===== config.mk =====
export PLATFORM = sky130hd
export DESIGN_NAME = static_linked_list_engine
export DESIGN_NICKNAME = d
export VERILOG_FILES = /design/src/rtl/core/sll_pkg.sv /design/src/rtl/core/sll_store.sv /design/src/rtl/core/static_linked_list_engine.sv
export SDC_FILE = /design/constraint.sdc
export NUM_CORES = 2
export LEC_CHECK = 0
export BUFFER_PORTS_ARGS = -buffer_cell sky130_fd_sc_hd__buf_2
export CAP_MARGIN = 20
export CORE_ASPECT_RATIO = 1.4
export CORE_MARGIN = 1
export CORE_UTILIZATION = 29
export CTS_CLUSTER_DIAMETER = 50
export DETAILED_ROUTE_END_ITERATION = 16
export GPL_ROUTABILITY_DRIVEN = 0
export PLACE_DENSITY = 0.42
export SLEW_MARGIN = 15
export SYNTH_ARGS = -nofsm -noshare
export SYNTH_HDL_FRONTEND = slang
export SYNTH_SLANG_ARGS = --single-unit

===== constraint.sdc =====
create_clock -name clk -period 6.6 [get_ports clk]
set_input_delay 1.65 -clock clk [delete_from_list [all_inputs] [get_ports clk]]
set_output_delay 1.65 -clock clk [all_outputs]
set_load 0.005 [all_outputs]

===== src/rtl/core/sll_pkg.sv =====
`timescale 1ns / 1ps
`default_nettype none
// ----------------------------------------------------------------------------
// sll_pkg
// Shared constants for the static linked-list engine: operation and status
// codes, port field widths and default pool dimensions.
// ----------------------------------------------------------------------------
package sll_pkg;

    // Default pool dimensions.
    localparam int DEF_SLOTS      = 64;
    localparam int DEF_VALUE_BITS = 32;

    // Input field widths.
    localparam int ACTION_W = 2;
    localparam int VALUE_W  = 32;
    localparam int SLOT_W   = 7;
    localparam int IN_W     = 48;

    // Output field widths.
    localparam int STATUS_W   = 3;
    localparam int NEW_SLOT_W = 6;
    localparam int FREE_W     = 7;
    localparam int OUT_W      = 88;

    // Operation codes.
    localparam logic [ACTION_W-1:0] ACT_INSERT = 2'd0;
    localparam logic [ACTION_W-1:0] ACT_DELETE = 2'd1;
    localparam logic [ACTION_W-1:0] ACT_QUERY  = 2'd2;

    // Status codes.
    localparam logic [STATUS_W-1:0] ST_OK     = 3'd0;
    localparam logic [STATUS_W-1:0] ST_FULL   = 3'd1;
    localparam logic [STATUS_W-1:0] ST_RANGE  = 3'd2;
    localparam logic [STATUS_W-1:0] ST_EMPTY  = 3'd3;
    localparam logic [STATUS_W-1:0] ST_NOTIN  = 3'd4;

endpackage : sll_pkg
`default_nettype wire


===== src/rtl/core/sll_store.sv =====
`timescale 1ns / 1ps
`default_nettype none
// ----------------------------------------------------------------------------
// sll_store
// Link and value memories of the slot pool. One read address serves both
// memories with a registered read; separate write ports for links and values.
// Slots at or above the fill mark were never taken and read their reset link
// (the next slot index), so the link memory needs no clearing pass.
// ----------------------------------------------------------------------------
module sll_store #(
    parameter int SLOTS      = sll_pkg::DEF_SLOTS,
    parameter int VALUE_BITS = sll_pkg::DEF_VALUE_BITS
) (
    input  wire                          clk,
    input  wire                          rst_n,
    input  wire                          rd_en,
    input  wire [$clog2(SLOTS)-1:0]      rd_addr,
    output logic [$clog2(SLOTS+1)-1:0]   rd_link,
    output logic [VALUE_BITS-1:0]        rd_value,
    input  wire                          lwr_en,
    input  wire [$clog2(SLOTS)-1:0]      lwr_addr,
    input  wire [$clog2(SLOTS+1)-1:0]    lwr_data,
    input  wire                          vwr_en,
    input  wire [$clog2(SLOTS)-1:0]      vwr_addr,
    input  wire [VALUE_BITS-1:0]         vwr_data
);

    localparam int IDXW = $clog2(SLOTS);
    localparam int LW   = $clog2(SLOTS + 1);

    logic [LW-1:0]         link_mem [SLOTS];
    logic [VALUE_BITS-1:0] value_mem [SLOTS];

    logic [LW-1:0]   link_q_reg;
    logic [IDXW-1:0] rd_addr_reg;
    logic            fresh_reg;
    logic            fresh_next;
    logic [LW-1:0]   mark_reg;
    logic [LW-1:0]   mark_next;

    // Memory ports: writes and registered reads.
    always_ff @(posedge clk)
    begin
        if (lwr_en)
        begin
            link_mem[lwr_addr] <= lwr_data;
        end
        if (vwr_en)
        begin
            value_mem[vwr_addr] <= vwr_data;
        end
        if (rd_en)
        begin
            link_q_reg  <= link_mem[rd_addr];
            rd_value    <= value_mem[rd_addr];
            rd_addr_reg <= rd_addr;
        end
    end

    // Fill mark: the lowest slot that has never held a value.
    always_comb
    begin
        mark_next  = mark_reg;
        fresh_next = fresh_reg;
        if (vwr_en && (LW'(vwr_addr) == mark_reg))
        begin
            mark_next = mark_reg + LW'(1);
        end
        if (rd_en)
        begin
            fresh_next = (LW'(rd_addr) >= mark_reg);
        end
    end

    always_ff @(posedge clk or negedge rst_n)
    begin
        if (!rst_n)
        begin
            mark_reg  <= '0;
            fresh_reg <= 1'b0;
        end
        else
        begin
            mark_reg  <= mark_next;
            fresh_reg <= fresh_next;
        end
    end

    // A never-used slot links to the slot after it; the last one to null.
    assign rd_link = fresh_reg ? (LW'(rd_addr_reg) + LW'(1)) : link_q_reg;

endmodule : sll_store
`default_nettype wire


===== src/rtl/core/static_linked_list_engine.sv =====
`timescale 1ns / 1ps
`default_nettype none
// ----------------------------------------------------------------------------
// static_linked_list_engine
// A pool of SLOTS slots kept as one data list plus a free list, with insert at
// head, delete by slot index and a list query.
// ----------------------------------------------------------------------------
// Usage:
//   Commands enter on the s_ stream (action, value, slot) and each command
//   gives exactly one result transaction on the m_ stream (status, new slot,
//   free count, head and tail values, ascending flag, empty flag).
//   The engine works on one command at a time; s_tready is high while it is
//   idle. Slot state lives in a link memory and a value memory with a
//   registered read, and every list step costs one such read.
//   A rejected command goes straight to its result. An insert reads the free
//   head and then links the new slot at the list head; a delete of the head
//   reads that slot and then frees it; any other delete walks the list link
//   by link to the predecessor, bridges it over the slot and then frees the
//   slot, or ends with a not-in-list status at the tail; a query walks every
//   entry. The next command is taken in the cycle after the result is loaded.
//   The result waits in an output register; while the receiver stalls, the
//   next command is still accepted and worked on up to its own result.
//   Reset empties the list and frees all slots at once; no clearing pass is
//   needed and the first command is taken in the cycle after reset ends.
// ----------------------------------------------------------------------------
module static_linked_list_engine #(
    parameter int SLOTS      = sll_pkg::DEF_SLOTS,
    parameter int VALUE_BITS = sll_pkg::DEF_VALUE_BITS
) (
    input  wire                        clk,
    input  wire                        rst_n,
    input  wire                        s_tvalid,
    output logic                       s_tready,
    // [1:0] action, [33:2] value, [40:34] slot, [47:41] zero
    input  wire  [sll_pkg::IN_W-1:0]   s_tdata,
    output logic                       m_tvalid,
    input  wire                        m_tready,
    // [2:0] status, [8:3] new_slot, [15:9] free_count, [47:16] first_value,
    // [79:48] last_value, [80] ascending, [81] list_empty, [87:82] zero
    output logic [sll_pkg::OUT_W-1:0]  m_tdata
);

    localparam int IDXW = $clog2(SLOTS);
    localparam int LW   = $clog2(SLOTS + 1);
    localparam logic [LW-1:0] NIL = LW'(SLOTS);

    // Sequencer states.
    localparam logic [2:0] S_IDLE    = 3'd0;
    localparam logic [2:0] S_INS_WR  = 3'd1;
    localparam logic [2:0] S_DEL_HD  = 3'd2;
    localparam logic [2:0] S_DEL_WK  = 3'd3;
    localparam logic [2:0] S_DEL_UL  = 3'd4;
    localparam logic [2:0] S_DEL_FR  = 3'd5;
    localparam logic [2:0] S_Q_WALK  = 3'd6;
    localparam logic [2:0] S_DONE    = 3'd7;

    // Input fields.
    logic [sll_pkg::ACTION_W-1:0] in_action;
    logic [sll_pkg::VALUE_W-1:0]  in_value;
    logic [sll_pkg::SLOT_W-1:0]   in_slot;
    logic [63:0]                  in_value_wide;
    logic                         in_slot_range;

    assign in_action     = s_tdata[1:0];
    assign in_value      = s_tdata[33:2];
    assign in_slot       = s_tdata[40:34];
    assign in_value_wide = 64'(in_value);
    assign in_slot_range = (32'(in_slot) >= 32'(SLOTS));

    // Control state.
    logic [2:0]      state_reg, state_next;
    logic [LW-1:0]   head_reg, head_next;
    logic [LW-1:0]   free_head_reg, free_head_next;
    logic [LW-1:0]   count_reg, count_next;
    logic            first_flag_reg, first_flag_next;
    logic            out_valid_reg, out_valid_next;

    // Per-command payload.
    logic [VALUE_BITS-1:0]        value_reg, value_next;
    logic [IDXW-1:0]              slot_reg, slot_next;
    logic [IDXW-1:0]              prev_reg, prev_next;
    logic [sll_pkg::STATUS_W-1:0] status_reg, status_next;
    logic [IDXW-1:0]              new_slot_reg, new_slot_next;
    logic signed [VALUE_BITS-1:0] first_val_reg, first_val_next;
    logic signed [VALUE_BITS-1:0] last_val_reg, last_val_next;
    logic                         asc_reg, asc_next;
    logic [sll_pkg::OUT_W-1:0]    out_data_reg, out_data_next;

    // Memory port signals.
    logic                    rd_en;
    logic [IDXW-1:0]         rd_addr;
    logic [LW-1:0]           rd_link;
    logic [VALUE_BITS-1:0]   rd_value;
    logic signed [VALUE_BITS-1:0] rd_value_s;
    logic                    lwr_en;
    logic [IDXW-1:0]         lwr_addr;
    logic [LW-1:0]           lwr_data;
    logic                    vwr_en;

    // Output formatting.
    logic        out_free;
    logic [63:0] first_ext;
    logic [63:0] last_ext;
    logic        list_empty;

    assign rd_value_s = rd_value;
    assign out_free   = !out_valid_reg || m_tready;
    assign first_ext  = 64'(first_val_reg);
    assign last_ext   = 64'(last_val_reg);
    assign list_empty = (count_reg == NIL);

    sll_store #(
        .SLOTS      (SLOTS),
        .VALUE_BITS (VALUE_BITS)
    ) u_store (
        .clk      (clk),
        .rst_n    (rst_n),
        .rd_en    (rd_en),
        .rd_addr  (rd_addr),
        .rd_link  (rd_link),
        .rd_value (rd_value),
        .lwr_en   (lwr_en),
        .lwr_addr (lwr_addr),
        .lwr_data (lwr_data),
        .vwr_en   (vwr_en),
        .vwr_addr (free_head_reg[IDXW-1:0]),
        .vwr_data (value_reg)
    );

    // Sequencer: command decode, list walks and read-modify-write of links.
    always_comb
    begin
        state_next      = state_reg;
        head_next       = head_reg;
        free_head_next  = free_head_reg;
        count_next      = count_reg;
        first_flag_next = first_flag_reg;
        out_valid_next  = out_valid_reg;
        value_next      = value_reg;
        slot_next       = slot_reg;
        prev_next       = prev_reg;
        status_next     = status_reg;
        new_slot_next   = new_slot_reg;
        first_val_next  = first_val_reg;
        last_val_next   = last_val_reg;
        asc_next        = asc_reg;
        out_data_next   = out_data_reg;
        rd_en           = 1'b0;
        rd_addr         = head_reg[IDXW-1:0];
        lwr_en          = 1'b0;
        lwr_addr        = slot_reg;
        lwr_data        = free_head_reg;
        vwr_en          = 1'b0;
        s_tready        = (state_reg == S_IDLE);

        if (out_valid_reg && m_tready)
        begin
            out_valid_next = 1'b0;
        end

        unique case (state_reg)
            S_IDLE:
            begin
                if (s_tvalid)
                begin
                    value_next     = in_value_wide[VALUE_BITS-1:0];
                    slot_next      = IDXW'(in_slot);
                    status_next    = sll_pkg::ST_OK;
                    new_slot_next  = '0;
                    first_val_next = '0;
                    last_val_next  = '0;
                    asc_next       = 1'b0;
                    state_next     = S_DONE;
                    unique case (in_action)
                        sll_pkg::ACT_INSERT:
                        begin
                            if (count_reg == '0)
                            begin
                                status_next = sll_pkg::ST_FULL;
                            end
                            else
                            begin
                                rd_en      = 1'b1;
                                rd_addr    = free_head_reg[IDXW-1:0];
                                state_next = S_INS_WR;
                            end
                        end
                        sll_pkg::ACT_DELETE:
                        begin
                            if (in_slot_range)
                            begin
                                status_next = sll_pkg::ST_RANGE;
                            end
                            else if (head_reg == NIL)
                            begin
                                status_next = sll_pkg::ST_EMPTY;
                            end
                            else if (LW'(in_slot) == head_reg)
                            begin
                                rd_en      = 1'b1;
                                rd_addr    = IDXW'(in_slot);
                                state_next = S_DEL_HD;
                            end
                            else
                            begin
                                rd_en      = 1'b1;
                                rd_addr    = head_reg[IDXW-1:0];
                                prev_next  = head_reg[IDXW-1:0];
                                state_next = S_DEL_WK;
                            end
                        end
                        sll_pkg::ACT_QUERY:
                        begin
                            if (head_reg == NIL)
                            begin
                                status_next = sll_pkg::ST_EMPTY;
                                asc_next    = 1'b1;
                            end
                            else
                            begin
                                rd_en           = 1'b1;
                                rd_addr         = head_reg[IDXW-1:0];
                                first_flag_next = 1'b1;
                                state_next      = S_Q_WALK;
                            end
                        end
                        default:
                        begin
                            status_next = sll_pkg::ST_OK;
                        end
                    endcase
                end
            end

            // Pop the free head, store the value and link it at the list head.
            S_INS_WR:
            begin
                lwr_en         = 1'b1;
                lwr_addr       = free_head_reg[IDXW-1:0];
                lwr_data       = head_reg;
                vwr_en         = 1'b1;
                head_next      = free_head_reg;
                free_head_next = rd_link;
                count_next     = count_reg - LW'(1);
                new_slot_next  = free_head_reg[IDXW-1:0];
                state_next     = S_DONE;
            end

            // The slot is the head: the list now starts at its successor.
            S_DEL_HD:
            begin
                head_next      = rd_link;
                lwr_en         = 1'b1;
                lwr_addr       = slot_reg;
                lwr_data       = free_head_reg;
                free_head_next = LW'(slot_reg);
                count_next     = count_reg + LW'(1);
                state_next     = S_DONE;
            end

            // Walk one link per cycle looking for the predecessor.
            S_DEL_WK:
            begin
                if (rd_link == LW'(slot_reg))
                begin
                    rd_en      = 1'b1;
                    rd_addr    = slot_reg;
                    state_next = S_DEL_UL;
                end
                else if (rd_link == NIL)
                begin
                    status_next = sll_pkg::ST_NOTIN;
                    state_next  = S_DONE;
                end
                else
                begin
                    rd_en     = 1'b1;
                    rd_addr   = rd_link[IDXW-1:0];
                    prev_next = rd_link[IDXW-1:0];
                end
            end

            // Bridge the predecessor over the deleted slot.
            S_DEL_UL:
            begin
                lwr_en     = 1'b1;
                lwr_addr   = prev_reg;
                lwr_data   = rd_link;
                state_next = S_DEL_FR;
            end

            // Push the deleted slot onto the free list.
            S_DEL_FR:
            begin
                lwr_en         = 1'b1;
                lwr_addr       = slot_reg;
                lwr_data       = free_head_reg;
                free_head_next = LW'(slot_reg);
                count_next     = count_reg + LW'(1);
                state_next     = S_DONE;
            end

            // Query walk: track head and tail values and the ordering.
            S_Q_WALK:
            begin
                first_flag_next = 1'b0;
                if (first_flag_reg)
                begin
                    first_val_next = rd_value_s;
                    asc_next       = 1'b1;
                end
                else if (rd_value_s < last_val_reg)
                begin
                    asc_next = 1'b0;
                end
                last_val_next = rd_value_s;
                if (rd_link == NIL)
                begin
                    state_next = S_DONE;
                end
                else
                begin
                    rd_en   = 1'b1;
                    rd_addr = rd_link[IDXW-1:0];
                end
            end

            // Hand the result to the output register once it is free.
            S_DONE:
            begin
                if (out_free)
                begin
                    out_data_next  = {6'd0, list_empty, asc_reg, last_ext[31:0],
                                      first_ext[31:0],
                                      sll_pkg::FREE_W'(count_reg),
                                      sll_pkg::NEW_SLOT_W'(new_slot_reg),
                                      status_reg};
                    out_valid_next = 1'b1;
                    state_next     = S_IDLE;
                end
            end

            default:
            begin
                state_next = S_IDLE;
            end
        endcase
    end

    // Control registers.
    always_ff @(posedge clk or negedge rst_n)
    begin
        if (!rst_n)
        begin
            state_reg      <= S_IDLE;
            head_reg       <= NIL;
            free_head_reg  <= '0;
            count_reg      <= NIL;
            first_flag_reg <= 1'b0;
            out_valid_reg  <= 1'b0;
        end
        else
        begin
            state_reg      <= state_next;
            head_reg       <= head_next;
            free_head_reg  <= free_head_next;
            count_reg      <= count_next;
            first_flag_reg <= first_flag_next;
            out_valid_reg  <= out_valid_next;
        end
    end

    // Payload registers.
    always_ff @(posedge clk)
    begin
        value_reg     <= value_next;
        slot_reg      <= slot_next;
        prev_reg      <= prev_next;
        status_reg    <= status_next;
        new_slot_reg  <= new_slot_next;
        first_val_reg <= first_val_next;
        last_val_reg  <= last_val_next;
        asc_reg       <= asc_next;
        out_data_reg  <= out_data_next;
    end

    assign m_tvalid = out_valid_reg;
    assign m_tdata  = out_data_reg;

    // The free count never exceeds the pool size.
    a_count_bound: assert property (@(posedge clk) disable iff (!rst_n)
        count_reg <= NIL)
        else $error("free count above pool size");

    // The free list is empty exactly when no slot is free.
    a_free_consistent: assert property (@(posedge clk) disable iff (!rst_n)
        (count_reg == '0) == (free_head_reg == NIL))
        else $error("free list head disagrees with free count");

    // The data list is empty exactly when every slot is free.
    a_list_consistent: assert property (@(posedge clk) disable iff (!rst_n)
        (head_reg == NIL) == (count_reg == NIL))
        else $error("list head disagrees with free count");

endmodule : static_linked_list_engine
`default_nettype wire

==> qor.txt <==
Cell variety after synth = 87
Seq/Total Area, Yosys = 0.7792
Internal = 41.69 mW
Fin Clk Skew = 75.97 ps
FF-to-FF path depth = 14
type of the worst min-delay path = flip-flop to flip-flop
Switch Pwr = 24.13 mW
Worst Path Arrival = 6470 ps
worst rel slew slack = 0.2305
Synth async-reset ratio = 0.01225
Post-Syn Area = 106700 um^2
Top delay family on crit path = simple AND/OR/NAND/NOR gates
sw frac = 0.3666
post-route ant nets = 0
EDFF count, synth = 2741
via count = 53212
largest net degree at the start of global routing = 83
Startpoint Class = flip-flop
CP Cell Sequence = nor2b_1 > a31oi_1 > and2_0 > and3_4 > a221oi_2 > o31a_4 > inv_8 > buf_12 > buf_4 > mux4_2 > o22ai_1 > or2_1 > nor3_1 > and3_1
#FFs+latches synth = 2775
Peak Freq = 0.1736 GHz
largest area contributor in the netlist = edfxtp_1
ratio of cells with drive above 1 in the final layout = 0.2536
Worst-Margin Slew = 1152 ps
Min-Delay Path Depth = 0
Hold Path Origin = first_val_reg[20]$_DFFE_PP_
Cell Pwr Density = 526.0 nW/um^2
CTS buffer count = 302
CTS tree = done
die height = 719.8 um
min Tclk post-route = 5760 ps
Yosys top cell area share = 0.7712
RSZ-0062 raised after global routing = false
Post-Synthesis Cells = 5383
die area = 370500 um^2
largest reg by FF count = u_store.value_mem
Max Cap Violations = 0
DRC Markers = 0
initial antenna violation count = 20
DR WL/cell = 28.25 um
Req. time, crit path = 7310 ps
Starting Density = 0.2914
Final Hold Fails = 0
post-cts hold buffer count = 0
number of global-route vias before repair = 56511
Hold Slack = 418.1 ps
GRT Overall Usage = 0.1656
Post-synth top flop = edfxtp_1
clock sink count = 2775
Leakage Power = 39.42 nW
area delta synth->final = 17.26%
# rows = 263
sequential share of power = 0.334
synth cell count leaders = edfxtp_1 (2741), mux4_2 (507), nand2_1 (477), a21oi_1 (224), o22ai_1 (199)
Routed WL = 310300 um
CP Launch Point = u_store.fresh_reg$_DFFE_PN0P_
worst r2r src = u_store.fresh_reg$_DFFE_PN0P_
Synth area leaders = edfxtp_1 (77%), mux4_2 (11%), nand2_1 (1.7%)
Final HPWL DP = 187800 um
vias per inst = 4.845
chip width = 514.7 um
Finish-stage setup viols = 0
GR Overflow Total = 0
CTS root buf = clkbuf_16
Syn Area/Cell = 19.83 um^2
Post-CTS Setup Bufs = 0
cells resized by post-CTS repair = 0
combinational group share of total power = 0.415
1st-iter DRT viols = 4651
worst-skew pair later-pin latency = 890 ps
Setup crit end kind = flip-flop
htree depth = 5
crit path max fanout = 49
max reg flops = 2048
CP max-delay cell = dfrtp_1
CTS Buffer Depth = 4
Final Cycle Share = 0.8728
setup TNS = 0 ps
drt first pass iters = 6
Peak VDD IR = 0.6001 mV
global-route wire length before repair = 437600 um
Crit Path Category = flip-flop to flip-flop
Final #Nets = 5950
Clock Pin Slew Worst Setup and Hold Paths = 60 ps
Buf/Inv on CP = 3
I/O pin count = 142
Port Buf Inserts = 128
path length in cells of the critical path = 14
Synth warnings = 0
status = finished clean
Slew Viols, Final = 0
power share of the clock group = 0.251
most common cell in the synthesized netlist = edfxtp_1
core box area = 366300 um^2
CP peak stage delay = 830 ps
[final cells by class]
type | instances | area [um^2]
well taps | 4902 | 6133
diodes | 8 | 20.02
flip-flops and latches | 2775 | 83160
clock buffers | 360 | 8030
clock inverters | 168 | 1450
inverters | 63 | 251.5
fillers | 34556 | 241100
repair buffers | 440 | 3558
multi-input cells | 2267 | 22540
[metrics by stage]
step	utilization	power (mW)	cell area, um^2	setup slack [ps]	std cells
CTS	0.3416	67.10	125100	880.0	10975
global route	0.3416	68.92	125100	766.9	10976
floorplan	-	38.54	106700	9.857	5388
finish	0.3417	65.82	125100	839.6	10983
detailed placement	0.3157	50.42	115600	371.8	10447
global placement	0.3157	50.28	115600	388.7	10447
[path summary, 6_finish.rpt]
| check | slack (ps) | to |
|---|---|---|
| setup / recovery | 840 | u_store.rd_value[0]$_DFFE_PP_ |
| hold / removal | 420 | m_tdata[36]$_DFFE_PP_ |
| setup reg to reg | 840 | u_store.rd_value[0]$_DFFE_PP_ |
| hold reg to reg | 420 | m_tdata[36]$_DFFE_PP_ |
| max in group asynchronous | 5080 | u_store.mark_reg[1]$_DFFE_PN0P_ |
| min in group asynchronous | 900 | first_flag_reg$_DFFE_PN0P_ |
[cell families after synthesis]
logic type                 count (synthesis)  share of synthesized area
and+or+nand+nor                          910                    0.03830
adders and majority gates                 49                   0.005815
xor gates and xnor gates                  36                   0.003083
other                                      1                 0.00003514
buffers and inverters                    346                    0.01584
DFF                                     2775                     0.7792
AOI/OAI and AO/OA                        677                    0.04285
muxes                                    589                     0.1148
[metal layers]
metal	global-route usage	part of all wire
met2	0.3084	0.54
met1	0.2002	0.40
met4	0.03796	0.021
met3	0.02224	0.042
met5	0	0.00026
[cell usage in the layout (no fill, tap or decap), types with 43 or more instances in the layout]
cell type     n
ha_1         48
nor2_1      106
a21oi_1     224
nand2_1     470
buf_12       46
o21ai_0      48
buf_4       266
clkbuf_16   314
mux4_2      507
mux2i_1      78
edfxtp_1   2741
nor3_1       43
clkbuf_1     46
o22ai_1     199
a22oi_1      53
buf_2       128
nor2_4       65
inv_1        55
clkinv_1     54
[power by group through the flow]
stage               combinational [mW]  clock (mW)  sequential (mW)
global route                      29.3        17.6             22.0
detailed placement                28.1           0             22.3
finish                            27.3        16.5             22.0
floorplan                         16.4           0             22.1
CTS                               28.1        17.0             22.0
global placement                  28.0           0             22.3
Power figures use the tool's default switching activity.
